===== config.mk =====
export PLATFORM = sky130hd
export DESIGN_NAME = dgcd_ctrl
export DESIGN_NICKNAME = d
export VERILOG_FILES = /design/src/sv/dgcd_pkg.sv /design/src/sv/dgcd_ctrl.sv
export SDC_FILE = /design/constraint.sdc
export NUM_CORES = 1
export LEC_CHECK = 0
export BUFFER_PORTS_ARGS = -buffer_cell sky130_fd_sc_hd__buf_2
export CAP_MARGIN = 10
export CORE_AREA = 2 2 39 41
export CTS_BUF_LIST = sky130_fd_sc_hd__clkbuf_2 sky130_fd_sc_hd__clkbuf_4 sky130_fd_sc_hd__clkbuf_8
export DETAILED_ROUTE_END_ITERATION = 8
export DIE_AREA = 0 0 41 43
export SLEW_MARGIN = 10
export SYNTH_ARGS = -nofsm -noshare
export SYNTH_HDL_FRONTEND = slang
export SYNTH_SLANG_ARGS = --single-unit

===== constraint.sdc =====
create_clock -name clk -period 1.38 [get_ports clk]
set_input_delay 0.069 -clock clk [delete_from_list [all_inputs] [get_ports clk]]
set_output_delay 0.069 -clock clk [all_outputs]
set_load 0.02 [all_outputs]

===== src/sv/dgcd_pkg.sv =====
package dgcd_pkg;

  localparam int MaxNodes = 64;
  localparam int NodeW    = $clog2(MaxNodes);
  localparam int CntW     = $clog2(MaxNodes + 1);
  localparam int CfgW     = 7;
  localparam int StkW     = NodeW + CntW;

  typedef enum logic [2:0] {
    S_LOAD,
    S_DRAIN,
    S_ROOT,
    S_FETCH,
    S_SCAN,
    S_POPRD,
    S_DONE
  } state_t;

  typedef struct packed {
    logic load_en;
    logic root_step;
    logic root_push;
    logic latch_row;
    logic scan;
    logic pop_load;
    logic finish;
  } cmd_t;

  typedef struct packed {
    logic root_done;
    logic root_seen;
    logic col_end;
    logic col_edge;
    logic col_onpath;
    logic col_seen;
    logic stack_last;
    logic stack_full;
    logic out_busy;
  } stat_t;

endpackage


===== src/sv/dgcd_ctrl.sv =====
module dgcd_ctrl
  import dgcd_pkg::*;
(
  input  logic  clk,
  input  logic  rst_n,
  input  logic  in_valid,
  input  logic  in_last_edge,
  input  stat_t st,
  output cmd_t  cmd
);

  state_t state_r;
  state_t state_nxt;

  always_ff @(posedge clk) begin
    if (!rst_n) begin
      state_r <= S_LOAD;
    end else begin
      state_r <= state_nxt;
    end
  end

  always_comb begin
    state_nxt = state_r;
    unique case (state_r)
      S_LOAD: begin
        if (in_valid && in_last_edge) begin
          state_nxt = S_DRAIN;
        end
      end
      S_DRAIN: begin
        state_nxt = S_ROOT;
      end
      S_ROOT: begin
        if (st.root_done) begin
          state_nxt = S_DONE;
        end else if (!st.root_seen) begin
          state_nxt = S_FETCH;
        end
      end
      S_FETCH: begin
        state_nxt = S_SCAN;
      end
      S_SCAN: begin
        if (st.col_end) begin
          state_nxt = st.stack_last ? S_ROOT : S_POPRD;
        end else if (st.col_edge && st.col_onpath) begin
          state_nxt = S_DONE;
        end else if (st.col_edge && !st.col_seen && !st.stack_full) begin
          state_nxt = S_FETCH;
        end
      end
      S_POPRD: begin
        state_nxt = S_FETCH;
      end
      S_DONE: begin
        if (!st.out_busy) begin
          state_nxt = S_LOAD;
        end
      end
      default: begin
        state_nxt = S_LOAD;
      end
    endcase
  end

  always_comb begin
    cmd = '0;
    unique case (state_r)
      S_LOAD: begin
        cmd.load_en = 1'b1;
      end
      S_ROOT: begin
        cmd.root_step = !st.root_done && st.root_seen;
        cmd.root_push = !st.root_done && !st.root_seen;
      end
      S_FETCH: begin
        cmd.latch_row = 1'b1;
      end
      S_SCAN: begin
        cmd.scan = 1'b1;
      end
      S_POPRD: begin
        cmd.pop_load = 1'b1;
      end
      S_DONE: begin
        cmd.finish = !st.out_busy;
      end
      default: begin
        cmd = '0;
      end
    endcase
  end

endmodule


Word level (Yosys, flattened, before mapping). Index checks and enable logic that the tools add are counted.

Register bits after elaboration: 3. Input port bits: 13. Output and inout port bits: 7. Word-level logic and storage cells: 39.

Equality and inequality tests: 10. Muxes and demuxes: 15. Reduce and logical (&&, ||, !) cells: 13.

Operators by type and width (number): two-way mux 3 bit (8); one-hot mux 3 bit (7 select lines) (1); equality test 3 bit (second input constant) (3); equality test 3 x 2 -> 1 bit (second input constant) (2); logical AND 1 bit (6); zero test 1 bit (5); two-way mux 1 bit (5); != test 2 bit (second input constant) (2); != test 4 bit (second input constant) (1); AND reduction 4 bit (1); equality test 3 x 1 -> 1 bit (second input constant) (1); zero test 3 bit (1); != test 3 bit (second input constant) (1); two-way mux 2 bit (1).

Logic depth before layout (Yosys ltp). Gate-level depths: netlist (run 1).

Depth in word-level cells: 7. Gate-level depth with buffers: 5. Mapped depth without buffers: 4.

Worst setup path after synthesis (run 1). Ideal clock, no wire load.

Kind: register to register. From: register state_r[1]. To: register state_r[1]. Setup time: 126 ps. Arrival: 1266 ps. Required time: 1254 ps. Path slack: -12 ps. Cell stages (with the launch flop): 6. Buffers on the path: 1. Clock period less this slack: 1392 ps. Path through: dfxtp_1 > buf_6 > or4b_1 > a21oi_2 > or3b_4 > o31ai_2.

Word-level cells in the longest chain between the ends: 3. Elaborated cells on any way between the ends: 13. Classes of those cells: 10 x eq/ne; 1 x mux; 2 x reduce/logical.

Ends and longest elaborated chain: start: declaration (line dgcd_ctrl.sv:12) `state_t state_r;`; start signal: assignment (line dgcd_ctrl.sv:19) `state_r <= state_nxt;`; equality test 3 bit, or another cell as far along (line dgcd_ctrl.sv:25) `unique case (state_r)`; != test 4 bit (no source line), or another cell as far along; AND reduction 4 bit (no source line).

Several ways; a longest one is shown, not always the timed one. A chain may end at the register's enable or synchronous reset.

Final worst setup path (run 1).
From: register state_r[0]. To: register state_r[1].

Same word-level chain as after synthesis.

==> results of run 1 <==
-- placed cells by master (no fill, tap or decap), types with 2 or more instances in the layout --
cell type / n
inv_1: 2
dfxtp_2: 3
nor3_1: 2
nand3b_1: 2
and3_1: 2
nor3b_1: 2
clkbuf_4: 4
a21oi_1: 5
buf_2: 19
buf_4: 3
-- path summary, 6_finish.rpt --
path	endpoint	cells past startpoint	slack (ns)	from
worst max register to register	state_r[1]$_SDFFE_PN0P_	4	-0.008	state_r[0]$_SDFFE_PN0P_
worst min-delay path	state_r[2]$_SDFFE_PN0P_	2	0.08	rst_n
worst min register to register	state_r[1]$_SDFFE_PN0P_	2	0.59	state_r[1]$_SDFFE_PN0P_
worst max-delay path	state_r[1]$_SDFFE_PN0P_	4	-0.008	state_r[0]$_SDFFE_PN0P_
-- power by group --
| part | switching, mW | internal [mW] |
|---|---|---|
| registers | 0.0180 | 0.107 |
| clock network | 0.0515 | 0.128 |
| logic | 0.135 | 0.119 |
-- worst max-delay path, delay by kind of cell, from the launching register on --
family | cells | cell delay [ns]
AOI/OAI and AO/OA | 2 | 0.22
DFF | 1 | 0.33
and+or+nand+nor | 2 | 0.72
-- routing by layer --
metal,vias up,track usage
met5,-,0
met4,0,0.120
met3,2,0.0314
met2,18,0.163
met1,168,0.151
li1,191,-
-- per-stage QoR --
step	util	hold WS, ns	total power [mW]	instance area (um^2)
floorplan	-	0.197	0.303	338
global placement	0.322	0.326	0.358	445
detailed placement	0.322	0.316	0.361	445
CTS	0.356	0.0709	0.559	493
global route	0.367	0.0800	0.592	508
finish	0.367	0.0838	0.559	508
-- logic make-up after synthesis --
group | share of synthesized area
AOI/OAI and AO/OA | 0.230
buffers and inverters | 0.111
DFF | 0.178
and+or+nand+nor | 0.481
-- area by class of cell --
cell class,instances,area share
clock buffers,4,0.0591
inverters,2,0.0148
well taps,16,0.0394
repair buffers,23,0.254
multi-input cells,31,0.507
flip-flops and latches,3,0.126
-- timing repair --
action                     4_1_cts  5_1_grt
setup endpoints to repair        2        3
gates resized for setup          5        2
pin swaps                        1        1
cloned                           0        0
setup buffers                    0        1
hold buffers                     0        0
==> out/summary.txt, run 1 <==
worst min path class -> primary input to flip-flop
worst slew pin tran -> 0.280 ns
Global Route Usage Sum -> 0.123
CTS Buffer Depth -> 2
Synth Instances -> 39
Initial Utilization -> 0.244
crit path cell chain -> or4b_4 -> a21oi_4 -> or3b_4 -> o31ai_2
die area -> 1760 um^2
Final Max Slew Viols -> 0
final std cells w/o fill -> 79
Top Registers -> state_r (3)
endpoint class of the critical path -> flip-flop
Critical Path RT -> 1.49 ns
overall via count from detail_route -> 379
initial antenna violation count -> 0
fmax -> 721 MHz
Setup crit start kind -> flip-flop
total CTS buffers -> 3
post-synthesis sequential area ratio -> 0.178
worst setup margin -> -0.00780 ns
FF/Latch Area -> 63.8 um^2
met3 WL -> 87 um
Filler cells -> 148
unrepaired setup endpoints after global routing -> true
part of the cycle the worst path needs -> 1.01
Yosys top cell area share -> 0.178
total gr overflow -> 0
status -> finished with violations
TritonRoute pass-1 iters -> 4
Final min period -> 1.39 ns
Biggest register -> state_r
CP max stage delay -> 0.55 ns
largest net degree at the start of global routing -> 12
die span in y -> 43 um
CTS Root Cell -> clkbuf_4
vias per cell -> 4.80
skew final -> 0.00770 ns
final wirelength -> 917 um
dpl cells -> 74
most common cell in the netlist -> a21oi_1
failing checks -> negative setup slack
leakage power -> 0.227 nW
metal2 WL -> 427 um
CTS clk-pin slew, worst paths -> 0.04 ns
drt drc -> 0
GP Congestion -> 0.805
M1 wire length -> 385 um
max reg flops -> 3
Crit Path Max Fanout -> 3
arrival time at the worst endpoint -> 1.50 ns
Sum Neg Setup Slack -> -0.00780 ns
flops & latches, synth -> 3
footprint of the multi-input gates -> 258 um^2
core area -> 1380 um^2
Synth top cells by count -> 5 x a21oi_1, 3 x dfxtp_1
max layer used -> met4
Slew Limit Headroom -> 0.812
Detail Route Antenna Nets -> 0
HPWL after DPL -> 669 um
Final #Nets -> 77
CTS tree -> built
io pins -> 20
average cell area after synthesis -> 8.66 um^2
WL per Instance -> 11.6 um
area leader, netlist -> dfxtp_1
proportion of layout cells with a drive suffix above 1 -> 0.619
Net Count, Synth -> 52
DP Worst Slack -> -0.0195 ns
DRT iter0 DRCs -> 11
Clock Latency Late Sink -> 0.24 ns
yosys warns -> 0
P&R area growth vs syn -> 50.4%
PwrDens -> 1100 nW/um^2
Area contributors post-synth -> dfxtp_1 18%, a21oi_1 7.4%, nor4b_4 7.0%
vias in the first global route -> 326
IO Port Bufs -> 19
CTS sink cnt -> 3
Hold Fails Final Rpt -> 0
Peak VDD IR -> 0.000357 V
# diodes -> 0
CP max-delay cell -> or4b_4
H-tree depth -> 1
Mapped Area -> 338 um^2
Post-synth EDFFs -> 0
fraction of registers with async set/reset -> 0
Synth cell types -> 27
Top FF cell, synth -> dfxtp_1
Std-Cell Rows -> 14
WS Path Type -> flip-flop to flip-flop
DIE WIDTH -> 41 um
global-route wire length before repair -> 1390 um
number of setup violations in the final report -> 1
max cap viols -> 0
No activity file was read; power rests on OpenSTA's default activity.
==> run 2, diff against run 1 <==
- SKIP_CTS_REPAIR_TIMING: unset -> 1
==> run 2 against run 1 <==
The flow still finishes with violations (negative setup slack); clock skew shrank 0.0018 ns; critical path depth did not move; critical path type unchanged; via count grew 2.9%.
==> out/summary.txt, run 2 (synthesis results as in run 1) <==
Initial Utilization -> 0.244 (unchanged)
# diodes -> 0 (unchanged)
leakage power -> 0.229 nW (+0.85%)
vias in the first global route -> 324 (-0.61%)
skew final -> 0.00592 ns (-0.00178 ns)
initial antenna violation count -> 0 (unchanged)
Critical Path RT -> 1.50 ns (about the same)
Final Max Slew Viols -> 0 (unchanged)
Global Route Usage Sum -> 0.124 (+0.00100)
CTS clk-pin slew, worst paths -> 0.04 ns (about the same)
IO Port Bufs -> 19 (unchanged)
CTS Root Cell -> clkbuf_4
global-route wire length before repair -> 1420 um (+2.5%)
core area -> 1380 um^2 (unchanged)
drt drc -> 0 (unchanged)
max reg flops -> 3 (unchanged)
metal2 WL -> 407 um (-4.7%)
Final min period -> 1.39 ns (-0.00152 ns)
proportion of layout cells with a drive suffix above 1 -> 0.641 (+0.0216)
most common cell after layout, fill and taps aside -> buf_2
number of setup violations in the final report -> 1 (unchanged)
fmax -> 721 MHz (+0.11%)
Detail Route Antenna Nets -> 0 (unchanged)
DRT iter0 DRCs -> 7 (-4)
Crit Path Max Fanout -> 3 (unchanged)
CTS tree -> built
worst min path class -> primary input to flip-flop
DP Worst Slack -> -0.0195 ns (unchanged)
met3 WL -> 101 um (+16%)
part of the cycle the worst path needs -> 1.00 (-0.00110)
status -> finished with violations
endpoint class of the critical path -> flip-flop
die area -> 1760 um^2 (unchanged)
Hold Fails Final Rpt -> 0 (unchanged)
Std-Cell Rows -> 14 (unchanged)
arrival time at the worst endpoint -> 1.51 ns (about the same)
worst setup margin -> -0.00628 ns (+0.00152 ns)
die span in y -> 43 um (unchanged)
P&R area growth vs syn -> 53.7%
PwrDens -> 1140 nW/um^2 (+3.8%)
final std cells w/o fill -> 80 (+1.3%)
unrepaired setup endpoints after global routing -> true
final total power -> 593 uW (+6.1%)
largest net degree at the start of global routing -> 12 (unchanged)
Clock Latency Late Sink -> 0.25 ns (about the same)
H-tree depth -> 1 (unchanged)
total CTS buffers -> 3 (unchanged)
CTS sink cnt -> 3 (unchanged)
Biggest register -> state_r
max cap viols -> 0 (unchanged)
WL per Instance -> 11.9 um (+2.6%)
worst slew pin tran -> 0.273 ns (-0.00688 ns)
max layer used -> met4
commonest non-fill, non-tap cells in the layout -> 19 x buf_2, 5 x a21oi_1, 4 x clkbuf_4, 4 x buf_4, 3 x dfxtp_2
TritonRoute pass-1 iters -> 4 (unchanged)
M1 wire length -> 416 um (+8.1%)
Setup crit start kind -> flip-flop
GP Congestion -> 0.805 (unchanged)
Filler cells -> 147 (-0.68%)
final wirelength -> 953 um (+3.9%)
HPWL after DPL -> 669 um (unchanged)
Final #Nets -> 78 (+1.3%)
overall via count from detail_route -> 390 (+2.9%)
DIE WIDTH -> 41 um (unchanged)
dpl cells -> 74 (unchanged)
vias per cell -> 4.88 (+1.6%)
Peak VDD IR -> 0.000376 V (+5.2%)
total gr overflow -> 0 (unchanged)
CTS Buffer Depth -> 2 (unchanged)
Top Registers -> state_r (3)
Slew Limit Headroom -> 0.817 (+0.00461)
failing checks -> negative setup slack
io pins -> 20 (unchanged)
WS Path Type -> flip-flop to flip-flop
run 2: changes by cell type in the layout (fill, tap and decap cells not counted):
cell / before / now
clkinvlp_4: 0 / 1
buf_4: 3 / 4
inv_1: 2 / 1
run 2: worst max-delay path, stage by stage (launching register included):
cell and delay, ns:
dfxtp_2 0.33, or4b_4 0.55, a21oi_4 0.15, or3b_4 0.16, o31ai_2 0.07
run 2: final cells by class:
type,instances,area [um^2],area share
flip-flops and latches,3,63.8,0.123
clock buffers,4,30.0,0.0578
repair buffers,24,136,0.263
multi-input cells,31,258,0.496
inverters,2,11.3,0.0217
well taps,16,20.0,0.0386
run 2: per-stage QoR:
step | utilization | TNS, ns | cell area (um^2) | hold slack (ns)
2_1_floorplan | - | 0 | 338 | 0.197
3_3_place_gp | 0.322 | 0 | 445 | 0.326
3_5_place_dp | 0.322 | -0.0195 | 445 | 0.316
4_1_cts | 0.344 | -0.0496 | 475 | 0.0709
5_1_grt | 0.375 | -0.0349 | 519 | 0.0799
6_report | 0.375 | -0.00628 | 519 | 0.0746
run 2: layer usage:
metal  global-route usage  vias up
met5                    0        -
met3               0.0314        3
met1                0.164      170
met4                0.120        0
li1                     -      194
met2                0.153       23
run 2: path summary, 6_finish.rpt:
kind	startpoint	end	slack (ns)	cells past startpoint
worst max-delay path	state_r[0]$_SDFFE_PN0P_	state_r[1]$_SDFFE_PN0P_	-0.006	4
worst min-delay path	rst_n	state_r[2]$_SDFFE_PN0P_	0.07	2
worst max register to register	state_r[0]$_SDFFE_PN0P_	state_r[1]$_SDFFE_PN0P_	-0.006	4
worst min register to register	state_r[1]$_SDFFE_PN0P_	state_r[1]$_SDFFE_PN0P_	0.60	2
run 2: report_power, final:
| group | total [mW] | switching (mW) | leakage [nW] | internal [mW] |
|---|---|---|---|---|
| logic | 0.280 | 0.144 | 0.185 | 0.136 |
| clock network | 0.188 | 0.0594 | 0.0184 | 0.129 |
| registers | 0.125 | 0.0181 | 0.0258 | 0.107 |
==> run 3, diff against run 2 <==
- RECOVER_POWER: unset -> 100
- SLEW_MARGIN: 10 -> 20
==> run 3 against run 2 <==
Clock power barely moved; first-iteration DRC count did not move; global-route usage did not move; die area did not move; sequential power barely moved; clock-buffer cell count did not move; critical path depth did not move; the flow still finishes with violations (negative setup slack); sequential share of layout area rose by 0.060 points; via count did not move; routed wire length rose by 0.52%; largest power group unchanged.
==> out/summary.txt, run 3 (synthesis results as in run 1) <==
worst slew pin tran -> 0.273 ns (unchanged)
largest net degree at the start of global routing -> 12 (unchanged)
Slew Limit Headroom -> 0.817 (unchanged)
Reg-to-Reg Start -> state_r[0]$_SDFFE_PN0P_
max cap viols -> 0 (unchanged)
worst min path class -> primary input to flip-flop
Setup crit start kind -> flip-flop
DRT iter0 DRCs -> 7 (unchanged)
Std-Cell Rows -> 14 (unchanged)
vias in the first global route -> 324 (unchanged)
Worst Hold Depth -> 2 (unchanged)
vias per cell -> 4.88 (unchanged)
Initial Utilization -> 0.244 (unchanged)
fmax -> 721 MHz (unchanged)
final total power -> 590 uW (-0.58%)
WL per Instance -> 12.0 um (+0.52%)
PwrDens -> 1140 nW/um^2 (about the same)
TritonRoute pass-1 iters -> 4 (unchanged)
final core utilization -> 0.373 (-0.00181)
Reg2Reg Capture Point -> state_r[1]$_SDFFE_PN0P_
commonest non-fill, non-tap cells in the layout -> 15 x buf_2, 5 x a21oi_1, 4 x clkbuf_4, 4 x buf_4, 3 x dfxtp_2
Peak VDD IR -> 0.000376 V (about the same)
Sum Neg Setup Slack -> -0.00628 ns (-0.000000110 ns)
number of setup violations in the final report -> 1 (unchanged)
status -> finished with violations
Clock Latency Late Sink -> 0.25 ns (about the same)
Critical Path RT -> 1.50 ns (about the same)
slack of the worst reg-to-reg path -> -0.006 ns (about the same)
part of the cycle the worst path needs -> 1.00 (about the same)
total gr overflow -> 0 (unchanged)
Final Max Slew Viols -> 0 (unchanged)
Global Route Usage Sum -> 0.124 (unchanged)
CTS sink cnt -> 3 (unchanged)
Final #Nets -> 78 (unchanged)
HPWL after DPL -> 669 um (unchanged)
# diodes -> 0 (unchanged)
arrival time at the worst endpoint -> 1.51 ns (about the same)
Top Registers -> state_r (3)
IO Port Bufs -> 19 (unchanged)
hold endpoint -> state_r[2]$_SDFFE_PN0P_
P&R area growth vs syn -> 53.0%
worst setup margin -> -0.00628 ns (-0.000000110 ns)
most common cell after layout, fill and taps aside -> buf_2
global-route wire length before repair -> 1420 um (unchanged)
Hold Slack -> 0.0746 ns (+0.0000246 ns)
total CTS buffers -> 3 (unchanged)
Biggest register -> state_r
final wirelength -> 958 um (+0.52%)
endpoint class of the critical path -> flip-flop
Final min period -> 1.39 ns (+0.000000110 ns)
Crit Path Max Fanout -> 3 (unchanged)
Detail Route Antenna Nets -> 0 (unchanged)
drt drc -> 0 (unchanged)
Filler cells -> 148 (+0.68%)
CTS tree -> built
DIE WIDTH -> 41 um (unchanged)
reg2reg path depth -> 4 (unchanged)
skew final -> 0.00592 ns (-0.0000000200 ns)
Worst Hold Launch -> rst_n
overall via count from detail_route -> 390 (unchanged)
io pins -> 20 (unchanged)
WS Path Type -> flip-flop to flip-flop
unrepaired setup endpoints after global routing -> true
CTS Buffer Depth -> 2 (unchanged)
leakage power -> 0.221 nW (-3.5%)
proportion of layout cells with a drive suffix above 1 -> 0.609 (-0.0313)
H-tree depth -> 1 (unchanged)
die area -> 1760 um^2 (unchanged)
failing checks -> negative setup slack
CTS Root Cell -> clkbuf_4
initial antenna violation count -> 0 (unchanged)
die span in y -> 43 um (unchanged)
GP Congestion -> 0.805 (unchanged)
CTS clk-pin slew, worst paths -> 0.04 ns (about the same)
Hold Fails Final Rpt -> 0 (unchanged)
core area -> 1380 um^2 (unchanged)
max reg flops -> 3 (unchanged)
-- run 3: per-layer routing --
| layer | routed length, um | up-vias | GRT usage |
|---|---|---|---|
| li1 | - | 194 | - |
| met1 | 420 | 170 | 0.164 |
| met2 | 408 | 23 | 0.153 |
| met3 | 101 | 3 | 0.0314 |
| met4 | 27 | 0 | 0.120 |
| met5 | 0 | - | 0 |
-- run 3: how the worst max path moves through the flow --
stage | to | cells past startpoint | slack (ns) | startpoint
finish | state_r[1]$_SDFFE_PN0P_ | 4 | -0.006 | state_r[0]$_SDFFE_PN0P_
global route | state_r[1]$_SDFFE_PN0P_ | 4 | -0.02 | state_r[1]$_SDFFE_PN0P_
CTS | cmd[0] | 4 | -0.03 | state_r[1]$_SDFFE_PN0P_
detailed placement | state_r[1]$_SDFFE_PN0P_ | 4 | -0.02 | state_r[0]$_SDFFE_PN0P_
global placement | state_r[1]$_SDFFE_PN0P_ | 4 | 0.03 | state_r[0]$_SDFFE_PN0P_
floorplan | state_r[1]$_SDFFE_PN0P_ | 5 | 0.01 | state_r[1]$_SDFFE_PN0P_
-- run 3: final cells by class --
class / instances / area, um^2 / share of cell area
inverter: 2 / 11.3 / 0.0218
sequential: 3 / 63.8 / 0.123
tap: 16 / 20.0 / 0.0387
clock buffer: 4 / 30.0 / 0.0581
multi-input combinational: 31 / 258 / 0.499
timing repair buffer: 24 / 134 / 0.259
-- run 3: stage by stage --
stage | area, um^2 | worst slack, ns | instances
finish | 517 | -0.00628 | 80
global route | 517 | -0.0248 | 80
CTS | 475 | -0.0325 | 78
detailed placement | 445 | -0.0195 | 74
global placement | 445 | 0.0284 | 74
floorplan | 338 | 0.0102 | 39
-- run 3: critical path, cell delays in order (launching register included) --
cell and delay [ns]:
dfxtp_2 0.33, or4b_4 0.55, a21oi_4 0.15, or3b_4 0.16, o31ai_2 0.07
-- run 3: power by group --
group | total, mW | switching (mW) | leakage (nW) | internal, mW
clock | 0.188 | 0.0593 | 0.0184 | 0.129
sequential | 0.125 | 0.0181 | 0.0258 | 0.107
combinational | 0.277 | 0.145 | 0.177 | 0.132
total | 0.590 | 0.222 | 0.221 | 0.367
